<file path="src/sv/csvp_pkg.sv">
// ----------------------------------------------------------------------------
// csvp_pkg
// types and constants shared by the codebook slot victim policy block
// ----------------------------------------------------------------------------
package csvp_pkg;

	localparam int unsigned MAX_SLOTS_DEF = 256;
	localparam int unsigned DMG_W = 40;
	localparam logic [DMG_W-1:0] DMG_MAX = '1;

	typedef enum logic [2:0] {
		CMD_BEGIN_FRAME = 3'd0,
		CMD_ADD_DAMAGE  = 3'd1,
		CMD_PICK        = 3'd2,
		CMD_INSTALL     = 3'd3,
		CMD_MARK_USED   = 3'd4,
		CMD_RELEASE     = 3'd5,
		CMD_PALETTE     = 3'd6,
		CMD_NOP         = 3'd7
	} cmd_t;

	typedef enum logic [1:0] {
		CLS_STALE   = 2'd0,
		CLS_CURRENT = 2'd1,
		CLS_LATER   = 2'd2,
		CLS_NONE    = 2'd3
	} cls_t;

	typedef struct packed {
		logic [2:0]  command;
		logic [7:0]  entry_index;
		logic [15:0] frame_number;
		logic [31:0] near_dist;
		logic [31:0] far_dist;
		logic        epoch_ahead;
	} req_t;

	typedef struct packed {
		logic [7:0] victim_index;
		logic [1:0] victim_class;
	} res_t;

	// one slot record as held in memory
	typedef struct packed {
		logic [31:0]      epoch;
		logic [DMG_W-1:0] damage;
		logic [15:0]      use_score;
		logic [15:0]      last_use;
		logic             taken;
	} slot_t;

	typedef enum logic [3:0] {
		ST_IDLE,
		ST_RD,      // single-entry read issued
		ST_WB,      // single-entry write back
		ST_SCAN,    // scan pass running (address issue)
		ST_DRAIN,   // last scan read returns
		ST_EVAL,    // pass result settled, decide
		ST_MARK,    // mark picked slot taken
		ST_DONE
	} state_t;

endpackage

</file>
<file path="src/sv/csvp_mark_mux.sv">
// ----------------------------------------------------------------------------
// csvp_mark_mux
// merges the pick taken-mark write into the sequencer write port
// ----------------------------------------------------------------------------
module csvp_mark_mux import csvp_pkg::*; #(
	parameter int unsigned AW = 8
) (
	input  logic          clk,
	input  logic          arst_n,
	input  logic          mark_rd,
	input  logic [AW-1:0] mark_addr,
	input  logic          c_we,
	input  logic [AW-1:0] c_waddr,
	input  slot_t         c_wdata,
	input  slot_t         rdata,
	output logic          we,
	output logic [AW-1:0] waddr,
	output slot_t         wdata
);

	logic          pend_q;
	logic [AW-1:0] addr_q;

	always_ff @(posedge clk or negedge arst_n) begin
		if (!arst_n) begin
			pend_q <= 1'b0;
		end else begin
			pend_q <= mark_rd;
		end
	end

	always_ff @(posedge clk) begin
		addr_q <= mark_addr;
	end

	always_comb begin
		we    = c_we;
		waddr = c_waddr;
		wdata = c_wdata;
		if (pend_q) begin
			we          = 1'b1;
			waddr       = addr_q;
			wdata       = rdata;
			wdata.taken = 1'b1;
		end
	end

endmodule

</file>
<file path="config.mk">
export PLATFORM = sky130hd
export DESIGN_NAME = csvp_mark_mux
export DESIGN_NICKNAME = d
export VERILOG_FILES = /design/src/sv/csvp_pkg.sv /design/src/sv/csvp_mark_mux.sv
export SDC_FILE = /design/constraint.sdc
export NUM_CORES = 1
export LEC_CHECK = 0
export BUFFER_PORTS_ARGS = -buffer_cell sky130_fd_sc_hd__buf_2
export CORE_AREA = 3 3 132 134
export DETAILED_ROUTE_END_ITERATION = 7
export DIE_AREA = 0 0 135 137
export PLACE_DENSITY_LB_ADDON = 0.12
export SYNTH_ARGS = -nofsm -noshare
export SYNTH_HDL_FRONTEND = slang
export SYNTH_SLANG_ARGS = --single-unit
</file>
<file path="constraint.sdc">
create_clock -name clk -period 1.2 [get_ports clk]
set_clock_uncertainty 0.1 [all_clocks]
set_input_delay 0.12 -clock clk [delete_from_list [all_inputs] [get_ports clk]]
set_output_delay 0.12 -clock clk [all_outputs]
set_load 0.05 [all_outputs]
</file>
==> results of run 1 <==
-- flip-flops by register name (all words and copies together), names as in the netlist --
| name | flops |
|---|---|
| addr_q | 8 |
| pend_q | 1 |
-- report_power, final --
part | leakage, nW | switching, W | internal [W]
Sequential | 0.0783 | 0.00000601 | 0.000318
Combinational | 2.54 | 0.00157 | 0.00130
Clock | 0.0382 | 0.000137 | 0.000443
-- metal layers --
metal | vias to the layer above | GRT usage, % | wire, um
met3 | 4 | 3.46 | 1350
li1 | 1241 | - | -
met1 | 1149 | 8.95 | 3210
met5 | - | 0 | 0
met4 | 0 | 1.06 | 60
met2 | 208 | 21.0 | 5910
-- metrics by stage --
stage | instances | TNS, ns | total power [W] | instance area [um2]
2_1_floorplan | 136 | -14.99 | 0.00202 | 1880
3_3_place_gp | 707 | -36.29 | 0.00276 | 3980
3_5_place_dp | 707 | -36.93 | 0.00276 | 3980
5_1_grt | 722 | -61.92 | 0.00394 | 4870
4_1_cts | 721 | -60.07 | 0.00381 | 4840
6_report | 722 | -58.44 | 0.00378 | 4870
-- timing repair --
item / CTS / global route
hold endpoints to repair: 10 / 0
setup endpoints to repair: 114 / 114
hold buffers: 10 / 0
setup buffers: 0 / 1
resized for setup: 222 / 5
pin swaps: 0 / 0
-- logic make-up (layout without fill, tap and decap cells) --
logic type    Yosys count  after routing  share of synthesized area, %
mux                   112            112                          82.4
buf+inv                13            379                          6.62
flops                   9              9                          10.3
simple gates            2              2                         0.697
-- worst max-delay path, delay by kind of cell, from the launching register on --
kind	cells	cell delay (ns)
mux	1	0.32
buf+inv	3	0.48
flops	1	0.49
-- cell type report --
cell class	count	area share (%)
Clock buffer	4	1.62
Sequential cell	9	3.88
Timing Repair Buffer	375	56.5
Multi-Input combinational cell	114	32.3
Tap cell	220	5.65
-- cell usage after synthesis, drive strengths merged --
cell type  count
dfxtp          8
mux2         112
buf           13
dfrtp          1
or2            2
-- worst min path at each step --
| stage | startpoint | to | slack (ns) | cells past startpoint |
|---|---|---|---|---|
| 2_1_floorplan | arst_n | pend_q | -0.28 | 0 |
| 3_3_place_gp | arst_n | pend_q | -0.20 | 1 |
| 3_5_place_dp | arst_n | pend_q | -0.20 | 1 |
| 4_1_cts | arst_n | pend_q | 0.13 | 2 |
| 5_1_grt | arst_n | pend_q | 0.14 | 2 |
| 6_report | arst_n | pend_q | 0.13 | 2 |
==> metrics.txt, run 1 <==
Req. time, crit path=~0.98 ns; PortBufs=between 300 and 400; fmax=approximately 570 MHz; synth top area cells=mux2_4 49%, mux2_2 34%, dfxtp_1 8.9%, buf_6 4.4%, buf_2 1.4%; min cycle time layout=1.77 ns; Slew HR=90.2%; via count=2602; Tightest Hold Check Type=in2async; Die ar.=0.0185 mm2; Util after Layout=just under 30%; most common cell after layout, fill and taps aside=buf_2; initial antenna violation count=0; pwr/cell area=776 mW/mm2; Slew @ Worst Pin=0.148 ns; CTS tree=yes; RSZ-0062 raised after global routing=true; Final ANT Viol Nets=0; final net count=733; CP endpoint=wdata[49]; # diodes=0; Crit path top cell by count=buf_12; Crit Path Max Fanout=15; post-synthesis area per instance=13.2 um2; Max Root-Sink Buffers=2; Cell Area, Synth=0.00180 mm2; worst hold slack=0.129 ns; Initial Utilization=about 11%; fillers=1714; status=finished with violations; Clock Tree Root=clkbuf_16; Critical Path Max Stage Delay=0.49 ns; vias in the first global route=2976; # IOs=344; crit path capture type=primary output; Die Wd=between 100 and 150 um; # clock sinks=9; fraction of layout cells with a size suffix above 1=96.2%; YS warnings=0; worst setup path startpoint=pend_q; Die Y-Extent=between 100 and 150 um; DRC=0; final hold violations=0; DR vias/cell=3.60; post-placement setup slack=-0.380 ns; Area Growth Syn to Fin=171%; largest net degree at the start of global routing=16; Num CTS Buffers=3; MaxCap Viol Count=0; crit path DAT=1.55 ns; Yosys cell types=8; top cell type's share of synthesized area=48.5%; Total GRT Usage=9.79%; fin worst setup slack=-0.565 ns; area of the core=0.0164 mm2; GPL Wtd Cong=0.729; worst vdd ir=between 0.6 and 0.7 mV; Leak=~2.7 nW; Max Slew Vio Count=0; DRT iter0 DRCs=17; std cell rows=47; sequential-to-total area share from yosys stat=10.3%; dominant cell type by area after synthesis=mux2_4; CP Class=reg2out; first-pass GRT wire length=14600 um; multi-input logic area=between 0.0015 and 0.002 mm2; Net Count, Synth=366; gr ovfl total=0; Register Area=189 um2; CP Cell Sequence=buf_12 > buf_12 > mux2_4 > buf_6; Avg WL per Cell=14.6 um; CP startpoint kind=flop; Setup Viol. Count Final=114; Crit-path slowest cell=dfrtp_4; DRT Wirelength=between 10000 and 15000 um; H-tree levels=1; Clock transition at path regs=0.04 ns; HPWL after DPL=between 9000 and 10000 um; flops & latches, synth=9; violated checks=negative setup slack; Pre-antenna DRT Iters=4; Cells after Synth=136; Final Cycle Share=147%; most frequent cells in the layout=228 x buf_2, 109 x buf_6, 79 x mux2_4
Note: power is estimated with default switching activity, not from simulation.
==> run 2: changes to the inputs <==
==> constraint.sdc (replaced) <==
create_clock -name clk -period 1.6 [get_ports clk]
set_clock_uncertainty 0.1 [all_clocks]
set_input_delay 0.16 -clock clk [delete_from_list [all_inputs] [get_ports clk]]
set_output_delay 0.16 -clock clk [all_outputs]
set_load 0.05 [all_outputs]
==> metrics.txt, run 2 (synthesized netlist as in run 1, its figures left out) <==
HPWL after DPL=8890 um (-5.8%); Initial Utilization=10.9% (unchanged); dpl cell area=0.00390 mm2 (-2.0%); # diodes=0 (unchanged); fmax=~550 MHz; Net Switching=0.00129 W (-25%); worst hold slack=0.119 ns (-0.00939 ns); Top Registers=addr_q: 8 flops, pend_q: 1 flops; CP Class=reg2out; Final Cycle Share=113%; Crit Path Max Fanout=13 (-2); DRT Wirelength=10500 um (about the same); Avg WL per Cell=14.6 um (-0.20%); Req. time, crit path=1.34 ns (+0.36 ns); largest net degree at the start of global routing=14 (-2); MaxCap Viol Count=0 (unchanged); most frequent cells in the layout=243 x buf_2, 96 x buf_6, 58 x mux2_4; # clock sinks=9 (unchanged); Clock Tree Root=clkbuf_16; Die Y-Extent=137 um (unchanged); gr ovfl total=0 (unchanged); Tightest Hold Check Type=in2async; fillers=1726 (+0.70%); RSZ-0062 raised after global routing=true; Final ANT Viol Nets=0 (unchanged); DRC=0 (unchanged); Num CTS Buffers=3 (unchanged); Die ar.=0.0185 mm2 (unchanged); Power Total=0.00280 W (-26%); setup TNS=-19.13 ns (+39.31 ns); Combinational Power Share=75.2% (-0.9 points); CTS tree=yes; register share of total power=8.7% (about the same); crit path capture type=primary output; most used routing layer in global routing=met2; status=finished with violations; fraction of layout cells with a size suffix above 1=96.2% (about the same); GRT met2 Usage=20.0% (-0.92 points); clock share of power=16.1% (+0.7 points); via count=2643 (+1.6%); Max Slew Vio Count=0 (unchanged); Int Pwr=0.00151 W (-27%); fin worst setup slack=-0.206 ns (+0.359 ns); Setup Viol. Count Final=114 (unchanged); min cycle time layout=1.81 ns; initial antenna violation count=1 (+1); # IOs=344 (unchanged); crit path DAT=1.55 ns (about the same); Total GRT Usage=9.47% (-0.32 points); worst vdd ir=0.326 mV (-51%); DR vias/cell=3.66 (+1.4%); final net count=734 (+0.14%); Slew @ Worst Pin=0.256 ns (+0.109 ns); vias in the first global route=2672 (-10%); area of the core=0.0164 mm2 (unchanged); pwr/cell area=587 mW/mm2 (-24%); Clock transition at path regs=0.04 ns (about the same); Die Wd=135 um (unchanged); Slew HR=83.0% (-7.2 points); Biggest register=addr_q; routing usage on met1=9.17% (+0.22 points); DRT iter0 DRCs=18 (+1); CP startpoint kind=flop; Area Growth Syn to Fin=166%; GPL Wtd Cong=0.750 (+2.8%); first-pass GRT wire length=13900 um (-4.8%); final hold violations=0 (unchanged); PortBufs=342 (unchanged); M3 GR Usage=2.57% (-0.88 points); post-placement setup slack=-0.0239 ns (+0.357 ns); violated checks=negative setup slack; H-tree levels=1 (unchanged); Pre-antenna DRT Iters=4 (unchanged); cell area after layout=0.00478 mm2 (-1.8%); Max Root-Sink Buffers=2 (unchanged); Leak=2.57 nW (-3.4%); max reg flops=8 (unchanged); Net Sw Frac=46.2% (+0.78 points); std cell rows=47 (unchanged); most common cell after layout, fill and taps aside=buf_2
run 2: cell count changes in the layout (fill, tap and decap cells not counted), sizes merged:
cell	change
buf	+1
run 2: layout make-up:
type | count | area (um2) | share of cell area [%]
Sequential cell | 9 | 189 | 3.95
Clock buffer | 4 | 78.8 | 1.65
Timing Repair Buffer | 376 | 2740 | 57.4
Multi-Input combinational cell | 114 | 1500 | 31.3
Tap cell | 220 | 275 | 5.76
run 2: worst max path at each step:
| stage | start | endpoint | cells past startpoint |
|---|---|---|---|
| 2_1_floorplan | pend_q | wdata[0] | 4 |
| 3_3_place_gp | pend_q | wdata[75] | 4 |
| 3_5_place_dp | pend_q | wdata[75] | 4 |
| 4_1_cts | pend_q | wdata[71] | 4 |
| 5_1_grt | pend_q | wdata[9] | 4 |
| 6_report | pend_q | wdata[92] | 4 |
run 2: through the flow:
stage / util (%) / instances
global placement: 23.8 / 704
global route: 29.1 / 723
detailed placement: 23.8 / 704
floorplan: - / 136
CTS: 28.4 / 722
finish: 29.1 / 723
run 2: repair_timing:
| item | 4_1_cts | 5_1_grt |
|---|---|---|
| endpoints found under the hold margin | 10 | 0 |
| hold buffers | 10 | 0 |
| resized for setup | 165 | 58 |
| buffers inserted | 2 | 2 |
| setup endpoints to repair | 114 | 114 |
| cloned | 2 | 0 |
run 2: metal layers:
layer  wire, um  up-vias
met3       1220       10
met1       3240     1180
met4         86        2
met5         13        -
met2       5970      207
li1           -     1244
run 2: power groups by stage:
stage | Combinational (W) | Sequential (W) | Clock, W
after CTS | 0.00207 | 0.000244 | 0.000473
after global placement | 0.00178 | 0.000247 | 0
final | 0.00211 | 0.000244 | 0.000452
after detailed placement | 0.00178 | 0.000247 | 0
after global routing | 0.00220 | 0.000245 | 0.000486
after floorplan | 0.00124 | 0.000243 | 0
run 2: critical path: stages (launching register included):
cell and delay, ns:
dfrtp_4 0.51, buf_12 0.16, buf_12 0.16, mux2_4 0.31
buf_6 0.15
==> run 3: changes to the inputs <==
--- a/config.mk
+++ b/config.mk
@@ -9,7 +9,6 @@
 export CORE_AREA = 3 3 132 134
 export DETAILED_ROUTE_END_ITERATION = 7
 export DIE_AREA = 0 0 135 137
-export PLACE_DENSITY_LB_ADDON = 0.12
 export SYNTH_ARGS = -nofsm -noshare
 export SYNTH_HDL_FRONTEND = slang
 export SYNTH_SLANG_ARGS = --single-unit
==> metrics.txt, run 3 (synthesized netlist as in run 1, its figures left out) <==
# diodes=0 (unchanged); Die Wd=135 um (unchanged); final hold violations=0 (unchanged); vias in the first global route=2792 (+4.5%); crit path capture type=primary output; HPWL after DPL=9630 um (+8.4%); DRT Wirelength=12600 um (+19%); most common cell after layout, fill and taps aside=buf_2; GPL Wtd Cong=0.731 (-2.6%); Clock Tree Root=clkbuf_16; Util after Layout=30.4% (+1.2 points); Clock transition at path regs=0.05 ns (about the same); DRC=0 (unchanged); Critical Path Max Stage Delay=0.50 ns (about the same); PortBufs=342 (unchanged); min cycle time layout=1.83 ns (+0.0221 ns); Tightest Hold Check Type=in2async; crit path DAT=1.57 ns (+0.02 ns); largest net degree at the start of global routing=18 (+4); Req. time, crit path=1.34 ns (about the same); Die ar.=0.0185 mm2 (unchanged); setup TNS=-20.01 ns (-0.877 ns); fin worst setup slack=-0.228 ns (-0.0221 ns); Num CTS Buffers=3 (unchanged); dpl cell area=0.00379 mm2 (-2.6%); M3 GR Usage=5.00% (+2.4 points); fillers=1667 (-3.4%); CTS tree=yes; Leak=2.64 nW (+2.8%); crit-path leading delay family=flip-flops; Final ANT Viol Nets=0 (unchanged); Area Growth Syn to Fin=177%; Final Cycle Share=114% (+1.4 points); Initial Utilization=10.9% (unchanged); cell area after layout=0.00498 mm2 (+4.2%); Slew HR=90.4% (+7.4 points); H-tree levels=1 (unchanged); post-placement setup slack=-0.0625 ns (-0.0387 ns); area of the core=0.0164 mm2 (unchanged); final net count=730 (-0.54%); worst path buffer plus inverter count=3 (unchanged); routing usage on met1=13.1% (+3.9 points); most used routing layer in global routing=met2; pwr/cell area=594 mW/mm2 (+1.3%); initial antenna violation count=2 (+1); Top Registers=addr_q: 8 flops, pend_q: 1 flops; max reg flops=8 (unchanged); violated checks=negative setup slack; fmax=547 MHz (-1.2%); Crit-path slowest cell=dfrtp_4; Slew @ Worst Pin=0.145 ns (-0.112 ns); GRT met2 Usage=21.1% (+1.1 points); CP Cell Sequence=buf_12 > clkbuf_16 > mux2_4 > buf_6; Total GRT Usage=11.7% (+2.2 points); # clock sinks=9 (unchanged); Crit Path Max Fanout=8 (-5); Die Y-Extent=137 um (unchanged); Setup Viol. Count Final=114 (unchanged); # IOs=344 (unchanged); CP Class=reg2out; std cell rows=47 (unchanged); Max Root-Sink Buffers=2 (unchanged); first-pass GRT wire length=16300 um (+18%); DRT iter0 DRCs=54 (+36); Pre-antenna DRT Iters=4 (unchanged); via count=2643 (unchanged); Avg WL per Cell=17.5 um (+20%); DR vias/cell=3.68 (+0.56%); most frequent cells in the layout=228 x buf_2, 107 x buf_6, 60 x mux2_4; Max Slew Vio Count=0 (unchanged); worst hold slack=0.116 ns (-0.00287 ns); MaxCap Viol Count=0 (unchanged); CP startpoint kind=flop; RSZ-0062 raised after global routing=true; status=finished with violations; worst vdd ir=0.306 mV (-6.3%); gr ovfl total=0 (unchanged); fraction of layout cells with a size suffix above 1=96.2% (about the same); critical path depth in cells=4 (unchanged); Biggest register=addr_q
## run 3: cell count changes in the layout (fill, tap and decap cells not counted), sizes merged
cell    change
buf         -7
clkbuf      +3
## run 3: timing repair
| item | CTS | global route |
|---|---|---|
| buffers inserted | 4 | 0 |
| setup endpoints to repair | 114 | 114 |
| hold buffers | 10 | 0 |
| endpoints found under the hold margin | 10 | 0 |
| pin swaps | 1 | 1 |
| gates cloned | 3 | 3 |
| resized for setup | 246 | 10 |
## run 3: stage by stage
step / cells / power (W)
floorplan: 136 / 0.00148
global placement: 695 / 0.00202
detailed placement: 695 / 0.00203
CTS: 716 / 0.00296
global route: 719 / 0.00309
finish: 719 / 0.00296
## run 3: layer usage
metal,vias to the layer above,part of all wire (%)
met1,1196,36
li1,1238,-
met2,192,51
met3,13,12
met5,-,0.21
met4,4,0.74
## run 3: area by class of cell
| class | count | area, um2 | share of cell area [%] |
|---|---|---|---|
| clock buffer | 4 | 78.8 | 1.58 |
| multi-input combinational | 114 | 1500 | 30.2 |
| sequential | 9 | 189 | 3.79 |
| tap | 220 | 275 | 5.53 |
| timing repair buffer | 372 | 2930 | 58.9 |
## run 3: power by group
part | switching (W) | total, W | internal [W]
registers | 0.00000523 | 0.000243 | 0.000238
clock network | 0.000140 | 0.000476 | 0.000336
logic | 0.00123 | 0.00224 | 0.00101
total | 0.00138 | 0.00296 | 0.00158
## run 3: path summary, 6_finish.rpt
| kind | from | to | slack (ns) |
|---|---|---|---|
| setup / recovery | pend_q | wdata[70] | -0.23 |
| hold / removal | arst_n | pend_q | 0.12 |
| max in group asynchronous | arst_n | pend_q | 1.19 |
| min in group clk | mark_addr[7] | addr_q[7] | 0.45 |
