[src/sv/csvp_pkg.sv]
// ----------------------------------------------------------------------------
// csvp_pkg
// types and constants shared by the codebook slot victim policy block
// ----------------------------------------------------------------------------
package csvp_pkg;

	localparam int unsigned MAX_SLOTS_DEF = 256;
	localparam int unsigned DMG_W = 40;
	localparam logic [DMG_W-1:0] DMG_MAX = '1;

	typedef enum logic [2:0] {
		CMD_BEGIN_FRAME = 3'd0,
		CMD_ADD_DAMAGE  = 3'd1,
		CMD_PICK        = 3'd2,
		CMD_INSTALL     = 3'd3,
		CMD_MARK_USED   = 3'd4,
		CMD_RELEASE     = 3'd5,
		CMD_PALETTE     = 3'd6,
		CMD_NOP         = 3'd7
	} cmd_t;

	typedef enum logic [1:0] {
		CLS_STALE   = 2'd0,
		CLS_CURRENT = 2'd1,
		CLS_LATER   = 2'd2,
		CLS_NONE    = 2'd3
	} cls_t;

	typedef struct packed {
		logic [2:0]  command;
		logic [7:0]  entry_index;
		logic [15:0] frame_number;
		logic [31:0] near_dist;
		logic [31:0] far_dist;
		logic        epoch_ahead;
	} req_t;

	typedef struct packed {
		logic [7:0] victim_index;
		logic [1:0] victim_class;
	} res_t;

	// one slot record as held in memory
	typedef struct packed {
		logic [31:0]      epoch;
		logic [DMG_W-1:0] damage;
		logic [15:0]      use_score;
		logic [15:0]      last_use;
		logic             taken;
	} slot_t;

	typedef enum logic [3:0] {
		ST_IDLE,
		ST_RD,      // single-entry read issued
		ST_WB,      // single-entry write back
		ST_SCAN,    // scan pass running (address issue)
		ST_DRAIN,   // last scan read returns
		ST_EVAL,    // pass result settled, decide
		ST_MARK,    // mark picked slot taken
		ST_DONE
	} state_t;

endpackage

[src/sv/csvp_ctrl.sv]
// ----------------------------------------------------------------------------
// csvp_ctrl
// command sequencer: read-modify-write, sweeps and the pick scans
// ----------------------------------------------------------------------------
module csvp_ctrl import csvp_pkg::*; #(
	parameter int unsigned MAX_SLOTS = MAX_SLOTS_DEF,
	parameter int unsigned AW = $clog2(MAX_SLOTS)
) (
	input  logic          clk,
	input  logic          arst_n,
	input  logic          start,
	input  req_t          req,
	input  logic          cfg_we,
	input  logic [8:0]    cfg_wdata,
	output logic          busy,
	output logic          done,
	output res_t          result,
	output logic          mark_rd,
	output logic          mem_we,
	output logic [AW-1:0] mem_waddr,
	output slot_t         mem_wdata,
	output logic [AW-1:0] mem_raddr,
	input  slot_t         mem_rdata
);

	localparam int unsigned CW = AW + 1;
	localparam int unsigned LIM = (MAX_SLOTS < 256) ? MAX_SLOTS : 256;
	localparam logic [8:0] LIM9 = 9'(LIM);

	state_t state_q, state_d;
	req_t   req_q;
	logic [8:0]  entries_q;
	logic [31:0] pal_q;
	logic [15:0] frame_q;
	logic        init_q;      // clearing pass after reset
	logic [CW-1:0] cnt_q;     // scan/sweep address
	logic [AW-1:0] rd_addr_s1;
	logic          rd_vld_s1;
	cls_t          pass_q;
	logic          sweep_q;   // begin_frame or clearing pass
	logic          have_q;
	logic [AW-1:0] best_q;
	logic [DMG_W-1:0] bd_q;
	logic [15:0]   bu_q, ba_q;
	res_t          res_q;
	logic          done_q;

	logic [8:0] n_act;
	assign n_act = (entries_q > LIM9) ? LIM9 : entries_q;

	logic in_rng;
	assign in_rng = {1'b0, req_q.entry_index} < n_act;

	logic [CW-1:0] scan_end;
	assign scan_end = sweep_q ? CW'(LIM) : CW'(n_act);

	logic [31:0] diff;
	assign diff = req_q.far_dist - req_q.near_dist;

	// candidate evaluation on the returned record
	logic [15:0] age;
	logic        cand, better, take;
	always_comb begin
		age = frame_q - mem_rdata.last_use;
		unique case (pass_q)
			CLS_STALE:   cand = !mem_rdata.taken && (mem_rdata.epoch < pal_q);
			CLS_CURRENT: cand = !mem_rdata.taken && (mem_rdata.epoch == pal_q);
			default:     cand = !mem_rdata.taken;
		endcase
		better = !have_q || mem_rdata.damage < bd_q ||
			(mem_rdata.damage == bd_q && (mem_rdata.use_score < bu_q ||
			(mem_rdata.use_score == bu_q && age > ba_q)));
		// stale pass keeps the lowest index, the others the best record
		take = rd_vld_s1 && !sweep_q && cand &&
			((pass_q == CLS_STALE) ? !have_q : better);
	end

	logic last_issue;
	assign last_issue = (cnt_q + CW'(1)) >= scan_end;

	// next state
	always_comb begin
		state_d = state_q;
		unique case (state_q)
			ST_IDLE: begin
				if (start) begin
					unique case (cmd_t'(req.command))
						CMD_BEGIN_FRAME: state_d = ST_SCAN;
						CMD_PICK:        state_d = (n_act == 9'd0) ? ST_DONE : ST_SCAN;
						CMD_ADD_DAMAGE, CMD_INSTALL, CMD_MARK_USED, CMD_RELEASE:
							state_d = ST_RD;
						default:         state_d = ST_DONE;
					endcase
				end
			end
			ST_RD:   state_d = ST_WB;
			ST_WB:   state_d = ST_DONE;
			ST_SCAN: state_d = last_issue ? ST_DRAIN : ST_SCAN;
			ST_DRAIN: begin
				if (sweep_q) begin
					state_d = init_q ? ST_IDLE : ST_DONE;
				end else begin
					state_d = ST_EVAL;
				end
			end
			ST_EVAL: begin
				if (have_q) begin
					state_d = ST_MARK;
				end else if (pass_q == CLS_LATER) begin
					state_d = ST_DONE;
				end else begin
					state_d = ST_SCAN;
				end
			end
			ST_MARK: state_d = ST_DONE;
			ST_DONE: state_d = ST_IDLE;
			default: state_d = ST_IDLE;
		endcase
	end

	// memory drive
	always_comb begin
		mem_we    = 1'b0;
		mem_waddr = AW'(req_q.entry_index);
		mem_wdata = mem_rdata;
		mem_raddr = AW'(req_q.entry_index);
		mark_rd   = 1'b0;
		unique case (state_q)
			ST_SCAN: mem_raddr = cnt_q[AW-1:0];
			ST_WB: begin
				unique case (cmd_t'(req_q.command))
					CMD_ADD_DAMAGE: begin
						mem_we = in_rng && (req_q.far_dist > req_q.near_dist);
						if ({8'd0, diff} > DMG_MAX - mem_rdata.damage) begin
							mem_wdata.damage = DMG_MAX;
						end else begin
							mem_wdata.damage = mem_rdata.damage + DMG_W'(diff);
						end
					end
					CMD_INSTALL: begin
						mem_we              = in_rng;
						mem_wdata.epoch     = pal_q + 32'(req_q.epoch_ahead);
						mem_wdata.use_score = 16'd1;
						mem_wdata.last_use  = req_q.frame_number;
						mem_wdata.taken     = 1'b1;
					end
					CMD_MARK_USED: begin
						mem_we = in_rng;
						if (mem_rdata.use_score != 16'hFFFF) begin
							mem_wdata.use_score = mem_rdata.use_score + 16'd1;
						end
						mem_wdata.last_use = req_q.frame_number;
					end
					CMD_RELEASE: begin
						mem_we          = in_rng;
						mem_wdata.taken = 1'b0;
					end
					default: ;
				endcase
			end
			ST_MARK: begin
				mem_raddr = best_q;
				mark_rd   = 1'b1;
			end
			default: ;
		endcase
		// each sweep write lands in the cycle after its read is issued
		if (sweep_q && rd_vld_s1) begin
			mem_we    = 1'b1;
			mem_waddr = rd_addr_s1;
			if (init_q) begin
				mem_wdata = '0;
			end else begin
				mem_wdata.use_score = mem_rdata.use_score >> 1;
				mem_wdata.damage    = '0;
				mem_wdata.taken     = 1'b0;
			end
		end
	end

	always_ff @(posedge clk or negedge arst_n) begin
		if (!arst_n) begin
			state_q            <= ST_SCAN;
			init_q             <= 1'b1;
			sweep_q            <= 1'b1;
			cnt_q              <= '0;
			rd_addr_s1         <= '0;
			rd_vld_s1          <= 1'b0;
			pass_q             <= CLS_STALE;
			have_q             <= 1'b0;
			best_q             <= '0;
			bd_q               <= '0;
			bu_q               <= '0;
			ba_q               <= '0;
			req_q              <= '0;
			entries_q          <= 9'd256;
			pal_q              <= '0;
			frame_q            <= '0;
			res_q.victim_index <= '0;
			res_q.victim_class <= CLS_NONE;
			done_q             <= 1'b0;
		end else begin
			state_q    <= state_d;
			done_q     <= (state_q == ST_DONE);
			rd_vld_s1  <= (state_q == ST_SCAN);
			rd_addr_s1 <= cnt_q[AW-1:0];
			if (cfg_we) begin
				entries_q <= cfg_wdata;
			end
			if (take) begin
				have_q <= 1'b1;
				best_q <= rd_addr_s1;
				bd_q   <= mem_rdata.damage;
				bu_q   <= mem_rdata.use_score;
				ba_q   <= age;
			end
			unique case (state_q)
				ST_IDLE: begin
					if (start) begin
						req_q   <= req;
						cnt_q   <= '0;
						pass_q  <= CLS_STALE;
						have_q  <= 1'b0;
						sweep_q <= (cmd_t'(req.command) == CMD_BEGIN_FRAME);
						if (cmd_t'(req.command) == CMD_PALETTE) begin
							pal_q <= pal_q + 32'd1;
						end
						if (cmd_t'(req.command) == CMD_BEGIN_FRAME) begin
							frame_q <= req.frame_number;
						end
						res_q.victim_index <= '0;
						res_q.victim_class <= CLS_NONE;
					end
				end
				ST_SCAN: cnt_q <= cnt_q + CW'(1);
				ST_DRAIN: begin
					if (sweep_q) begin
						init_q <= 1'b0;
					end
				end
				ST_EVAL: begin
					if (have_q) begin
						res_q.victim_index <= 8'(best_q);
						res_q.victim_class <= pass_q;
					end else if (pass_q != CLS_LATER) begin
						pass_q <= (pass_q == CLS_STALE) ? CLS_CURRENT : CLS_LATER;
						cnt_q  <= '0;
					end
				end
				default: ;
			endcase
		end
	end

	assign busy   = (state_q != ST_IDLE);
	assign done   = done_q;
	assign result = res_q;

endmodule

[config.mk]
export PLATFORM = sky130hd
export DESIGN_NAME = csvp_ctrl
export DESIGN_NICKNAME = d
export VERILOG_FILES = /design/src/sv/csvp_pkg.sv /design/src/sv/csvp_ctrl.sv
export SDC_FILE = /design/constraint.sdc
export NUM_CORES = 1
export LEC_CHECK = 0
export BUFFER_PORTS_ARGS = -buffer_cell sky130_fd_sc_hd__buf_2
export CORE_MARGIN = 2
export CORE_UTILIZATION = 40
export DETAILED_ROUTE_END_ITERATION = 7
export RECOVER_POWER = 50
export SLEW_MARGIN = 25
export SYNTH_ARGS = -nofsm -noshare
export SYNTH_HDL_FRONTEND = slang
export SYNTH_SLANG_ARGS = --single-unit
[constraint.sdc]
create_clock -name clk -period 4.4 [get_ports clk]
set_input_delay 0.22 -clock clk [delete_from_list [all_inputs] [get_ports clk]]
set_output_delay 0.22 -clock clk [all_outputs]
set_load 0.05 [all_outputs]
==> results of run 1 <==
critical path, stage by stage, from the launching register on:
cell and delay [ps]:
dfrtp_1 400, ha_4 170, fa_2 370, nor2b_4 120, o31a_1 190, a21o_1 170, a211oi_2 100, or3_4 360
o31a_1 340, o21ai_1 180, xor2_1 180, ha_1 280, a21oi_2 170, o21bai_1 110, a21o_1 180, or3_1 330
or3_4 380, and2_4 190, a211oi_4 310, buf_12 190
kinds of logic (layout without fill, tap and decap cells):
| kind of cell | count (synthesis) | in the layout |
|---|---|---|
| DFF | 266 | 266 |
| xor gates and xnor gates | 135 | 135 |
| muxes | 100 | 100 |
| other | 0 | 3 |
| and+or+nand+nor | 849 | 849 |
| adders and majority gates | 213 | 213 |
| AOI/OAI and AO/OA | 584 | 584 |
| buffers and inverters | 277 | 1010 |
repair_timing:
item                                   4_1_cts  5_1_grt
endpoints found under the hold margin      243        0
resized for setup                           59      158
buffers inserted                            36       32
hold buffers                               140        0
pin swaps                                   31       73
gates cloned                                 6        6
setup endpoints to repair                  120      120
state kept, by name (all words and copies together) (netlist names), 2 cells and up:
name,count
ba_q,16
bd_q,40
best_q,8
bu_q,16
cnt_q,9
entries_q,9
frame_q,16
pal_q,32
pass_q,2
rd_addr_s1,8
req_q,92
result,10
state_q,3
cells in the final DEF (no fill, tap or decap), drive strengths merged, types with 8 or more instances in the layout:
| cell type | n |
|---|---|
| a31oi | 23 |
| and2 | 9 |
| nand2b | 17 |
| nor4 | 18 |
| or2 | 10 |
| nand4 | 54 |
| a22oi | 13 |
| o21bai | 14 |
| and3 | 19 |
| a311oi | 8 |
| a21oi | 184 |
| dfrtp | 259 |
| o211ai | 15 |
| clkinv | 14 |
| xnor2 | 110 |
| a22o | 8 |
| xor2 | 25 |
| o21ai | 149 |
| ha | 210 |
| mux2 | 98 |
| clkbuf | 64 |
| a21o | 57 |
| nor2b | 21 |
| buf | 606 |
| nand2 | 425 |
| nand3 | 66 |
| dlygate4sd3 | 140 |
| nor2 | 131 |
| inv | 180 |
| a211oi | 41 |
| or3 | 14 |
| nor3 | 39 |
| o21a | 8 |
stage by stage:
stage	utilization	cells	total power, uW
final	0.5710	3840	28480
after global placement	0.4884	3558	22750
after CTS	0.5539	3805	27120
after floorplan	-	2424	15550
after detailed placement	0.4889	3559	22960
after global routing	0.5708	3837	30450
routing by layer:
metal	routed length [um]	vias up	global-route usage	share of wire
li1	-	9955	-	-
met1	31440	10076	0.3363	0.44
met2	33770	585	0.4329	0.47
met3	4192	133	0.05077	0.059
met4	2164	6	0.09194	0.030
met5	35	-	0	0.00049
cell type report:
class                      instances  area (um2)
timing repair buffer             764        5918
clock inverter                    19       266.5
sequential                       266        6665
clock buffer                      46       999.7
fill                            4581       21920
inverter                         181       679.4
antenna                            3       7.507
tap                              680       850.8
multi-input combinational       1881       13790
final timing paths:
check / to / cells past startpoint
hold reg to reg: result[4] / 2
hold / removal: ba_q[0] / 3
setup reg to reg: best_q[1] / 24
max in group asynchronous: req_q[58] / 3
min in group asynchronous: bu_q[1] / 2
setup / recovery: mem_wdata[66] / 19
power groups by stage:
stage | registers [uW] | clock network (uW) | logic, uW
after floorplan | 3850 | 0 | 11700
after global placement | 3990 | 0 | 18800
after detailed placement | 4020 | 0 | 18900
after CTS | 4000 | 3220 | 19900
after global routing | 4120 | 3310 | 23000
final | 4010 | 3130 | 21300
==> results.json, run 1 <==
{
  "status": "finished with violations",
  "violations": "capacitance limit, slew limit, setup timing",
  "gp_congestion": 0.9322,
  "grt_overflow": 0,
  "worstSetupStartpoint": "req_q[33]",
  "synthMuxAreaShare": 0.06782,
  "fin_skew_ps": 27.14,
  "setup_ws_ps": -1108,
  "finalWirelength_um": 71610,
  "grt_setup_unrepaired": "true",
  "path_clk_slew_ps": 60,
  "syn_avg_cell_area_um2": 8.502,
  "grt_antenna_before_repair": 6,
  "ys_warn_count": 0,
  "ys_ff_latch": 266,
  "route.detailed.drc": 0,
  "num_vias": 20755,
  "reg2reg_from": "frame_q[0]",
  "hold_class": "in -> reg",
  "synth_xor_area_frac": 0.05737,
  "dieArea_um2": 53350,
  "synth_simple_gate_area_share": 0.1874,
  "drive_above_1_share": 0.2962,
  "yosys_most_used_dff": "dfrtp_1",
  "synth_edf_count": 0,
  "synth_area_leaders": "dfrtp_1, ha_1, nand2_1, mux2_4, xnor2_1",
  "clockRootBuffer": "clkbuf_16",
  "hpwl_um": 52470,
  "worstMarginPinSlew_ps": 2391,
  "placed_area_um2": 24980,
  "dieHeight_um": 231.0,
  "switchingPower_uw": 13450,
  "crit_path_end_kind": "output port",
  "synth_compound_area_frac": 0.1769,
  "drt_first_pass_iters": 5,
  "crit_fanout": 5,
  "wl_per_cell_um": 18.65,
  "ant_nets": 0,
  "setup_tns_ps": -42450,
  "drtIter0Drc": 1290,
  "cp_data_required_time_ps": 4180,
  "max-cap-violations": 1,
  "die_w_um": 231.0,
  "synth_top_cell_area_share": 0.3145,
  "cts_buffer_depth": 3,
  "yosysSeqAreaShare": 0.3234,
  "viasPerCell": 5.405,
  "synthArstFlopShare": 1.000,
  "hold_violations": 0,
  "rows": 83,
  "clkPwrFrac": 0.110,
  "post-place-ws_ps": -610.7,
  "htree_levels": 2,
  "start_kind": "flop",
  "synth_top_cell_by_area": "dfrtp_1",
  "arrival_ps": 5290,
  "ir_drop_v": 0.0009292,
  "cts_made_buffers": 36,
  "seqPwrFrac": 0.141,
  "fmax_mhz": 181.5,
  "clock-sinks": 266,
  "yosys.area_share.adder": 0.1304,
  "synth.distinct_cells": 79,
  "synth_top_family_by_area": "simple AND/OR/NAND/NOR gates",
  "p_per_area_nw_per_um2": 976.2,
  "timing.final.crit_period_ps": 5508,
  "yosysMostFrequentCell": "nand2_1",
  "start_util": 0.4033,
  "internal_power_uw": 15030,
  "p_leak_uw": 0.01425,
  "grt_start_max_net_pins": 106,
  "yosys-top-cells-count": "nand2_1, dfrtp_1, ha_1",
  "grt_use_total": 0.2603,
  "clk_latency_ps": 570,
  "io_pins": 345,
  "setup_viol": 77,
  "cts_tree": "built",
  "fin_area_um2": 29170,
  "io_buffers": 344,
  "maxSlewViolCount": 91,
  "syn_inst": 2424,
  "reg2reg_slack_ps": -110,
  "holdCritStartpoint": "mem_rdata[1]",
  "min_period_over_period": 1.252,
  "criticalPathCategory": "reg -> out",
  "combPwrFrac": 0.749,
  "swShare": 0.4721,
  "area_growth_pct": 41.56,
  "syn_area_um2": 20610,
  "core_area_um2": 51090,
  "relSlewSlack": -0.5937,
  "synth_nets": 2847,
  "hold_slack_ps": 36.88,
  "grt_pass1_vias": 20737,
  "fin_nets": 3553,
  "grt_first_pass_wirelength_um": 110400
}
Note: power is estimated with default switching activity, not from simulation.
==> inputs of run 2 (changes only) <==
Settings changed: ABC_AREA from default to 1.
==> run 2 against run 1 <==
Effect of this change:
- the flow still finishes with violations (capacitance limit, slew limit, setup timing)
- worst hold slack worse by 4.6 ps
- sequential share of layout area is 0.64 points lower
- non-clock buffer count is 139 lower
- die area is 7.3% higher
- final cell count is 20% higher
- via count is 13% higher
- critical path type unchanged
- largest cell class unchanged
==> results.json, run 2 <==
{
  "fillers": 5290,
  "start_kind": "flop",
  "fmax_mhz": 216.6,
  "maxSlewViolCount": 215,
  "yosysMostFrequentCell": "nand2_1",
  "htree_levels": 2,
  "viasPerCell": 5.080,
  "max-cap-violations": 2,
  "hold_class": "in -> reg",
  "syn_avg_cell_area_um2": 6.677,
  "holdCritStartpoint": "mem_rdata[71]",
  "worstMarginPinSlew_ps": 2439,
  "grt_start_max_net_pins": 131,
  "max_flop_register": "req_q",
  "area_growth_pct": 35.57,
  "crit_fanout": 7,
  "r2r_cells": 31,
  "setup_viol": 40,
  "grt_first_pass_wirelength_um": 121700,
  "core_area_um2": 54880,
  "io_buffers": 344,
  "synth_area_leaders": "dfrtp_1, nand2_1, ha_1, inv_1, nor2_1",
  "rows": 86,
  "arrival_ps": 4400,
  "wl_per_cell_um": 17.04,
  "setup_ws_ps": -217.0,
  "criticalPathCategory": "reg -> out",
  "syn_inst": 3316,
  "drive_above_1_share": 0.2152,
  "grt_antenna_before_repair": 4,
  "yosys_most_used_dff": "dfrtp_1",
  "timing.final.crit_period_ps": 4617,
  "largest_register_ff_count": 92,
  "cp_data_required_time_ps": 4180,
  "synth_nets": 3739,
  "synth_top_cell_by_area": "dfrtp_1",
  "dieArea_um2": 57250,
  "drt_first_pass_iters": 6,
  "fin_nets": 4315,
  "syn_area_um2": 22140,
  "violations": "capacitance limit, slew limit, setup timing",
  "yosysSeqAreaShare": 0.3010,
  "synth_edf_count": 0,
  "ys_ff_latch": 266,
  "io_pins": 345,
  "ys_warn_count": 0,
  "fin_skew_ps": 33.50,
  "setup_tns_ps": -6017,
  "cts_buffer_depth": 3,
  "clk_latency_ps": 570,
  "status": "finished with violations",
  "mostFrequentLayoutCells": "nand2_1, inv_1, buf_2",
  "dieHeight_um": 239.3,
  "num_vias": 23485,
  "grt_pass1_vias": 22170,
  "relSlewSlack": -0.6257,
  "hpwl_um": 58570,
  "path_clk_slew_ps": 60,
  "min_period_over_period": 1.049,
  "grt_use_total": 0.2699,
  "drtIter0Drc": 1851,
  "worst_r2r_endpoint": "bd_q[14]",
  "ant_nets": 0,
  "clock-sinks": 266,
  "grt_overflow": 0,
  "largestRegisters": "req_q: 92 flops, bd_q: 40 flops, pal_q: 32 flops",
  "finalWirelength_um": 78790,
  "reg2reg_from": "frame_q[0]",
  "gp_congestion": 0.9710,
  "die_w_um": 239.3,
  "hold_violations": 0,
  "cts_tree": "built",
  "start_util": 0.4034,
  "yosys-top-cells-count": "nand2_1, inv_1, nor2_1",
  "synth_top_cell_area_share": 0.2927,
  "clockRootBuffer": "clkbuf_16",
  "cts_made_buffers": 34,
  "synth.distinct_cells": 54,
  "crit_path_end_kind": "output port",
  "route.detailed.drc": 0,
  "layout.cells.most_common": "nand2_1",
  "worstHoldEndpoint": "bd_q[38]",
  "whs_path_depth": 3,
  "grt_setup_unrepaired": "true",
  "synthArstFlopShare": 1.000,
  "reg2reg_slack_ps": 420
}
run 2: metrics by stage:
step	utilization	hold WS [ps]	setup slack (ps)	area, um2	std cells
2_1_floorplan	-	-75.59	216.0	22140	3316
3_3_place_gp	0.4580	276.3	-15.86	25140	4363
3_5_place_dp	0.4580	279.0	-85.89	25140	4363
4_1_cts	0.5373	6.446	-203.1	29490	4609
5_1_grt	0.5469	20.62	-387.5	30010	4622
6_report	0.5469	32.28	-217.0	30020	4623
run 2: cell families after synthesis:
kind of cell               count (synthesis)  synth area share
DFF                                      266            0.3010
muxes                                      2          0.001017
adders and majority gates                213            0.1214
and+or+nand+nor                         1663            0.3100
buffers and inverters                    541           0.09398
AOI/OAI and AO/OA                        513            0.1259
xor gates and xnor gates                 118           0.04668
run 2: final cells by class:
| class | instances | area [um2] | share of cell area |
|---|---|---|---|
| Tap cell | 704 | 880.8 | 0.02935 |
| Multi-Input combinational cell | 2509 | 14990 | 0.4993 |
| Sequential cell | 266 | 6665 | 0.2221 |
| Clock buffer | 52 | 998.5 | 0.03327 |
| Inverter | 456 | 1714 | 0.05711 |
| Timing Repair Buffer | 625 | 4631 | 0.1543 |
| Clock inverter | 9 | 135.1 | 0.004502 |
| Antenna cell | 2 | 5.005 | 0.0001667 |
run 2: what timing repair did:
action / in CTS / in global routing
setup endpoints to repair: 40 / 120
hold buffers: 153 / 0
hold endpoints to repair: 248 / 0
cloned: 3 / 1
pin swaps: 53 / 74
resized for setup: 373 / 135
setup buffers: 30 / 12
run 2: critical path, stage by stage (launching register included):
cell	delay, ps
dfrtp_1	410
ha_4	290
a21oi_4	140
buf_6	110
o21ai_0	90
nand2_1	80
o211ai_1	140
a21o_1	250
buf_6	130
xor2_1	140
buf_4	170
ha_4	270
buf_6	110
nand2_4	70
nor2_4	140
nand2_1	80
nand2_2	90
nand3_1	100
nand2_2	100
nand2_2	70
nand3_4	100
buf_6	110
nand3_4	100
nand2_8	120
nor2_1	50
nor2_1	160
buf_6	190
run 2: how the worst max path moves through the flow:
stage | slack [ps] | to | start | cells after the start
after global routing | -390 | mem_wdata[67] | req_q[33] | 26
after CTS | -200 | mem_wdata[67] | req_q[33] | 26
after detailed placement | -90 | mem_wdata[62] | req_q[33] | 23
after global placement | -20 | mem_wdata[62] | req_q[1] | 24
after floorplan | 220 | mem_wdata[64] | req_q[33] | 22
final | -220 | mem_wdata[67] | req_q[5] | 26
run 2: metal layers:
metal	up-vias	wire length, um	global-route usage
met5	-	13	0
li1	11796	-	-
met4	2	1645	0.06818
met1	10923	37620	0.3888
met2	659	34810	0.4196
met3	105	4703	0.04391
Power of run 2 is left out: the tool's default activity adds up to more than one toggle a clock period on the data nets, which glitch-free logic cannot reach.
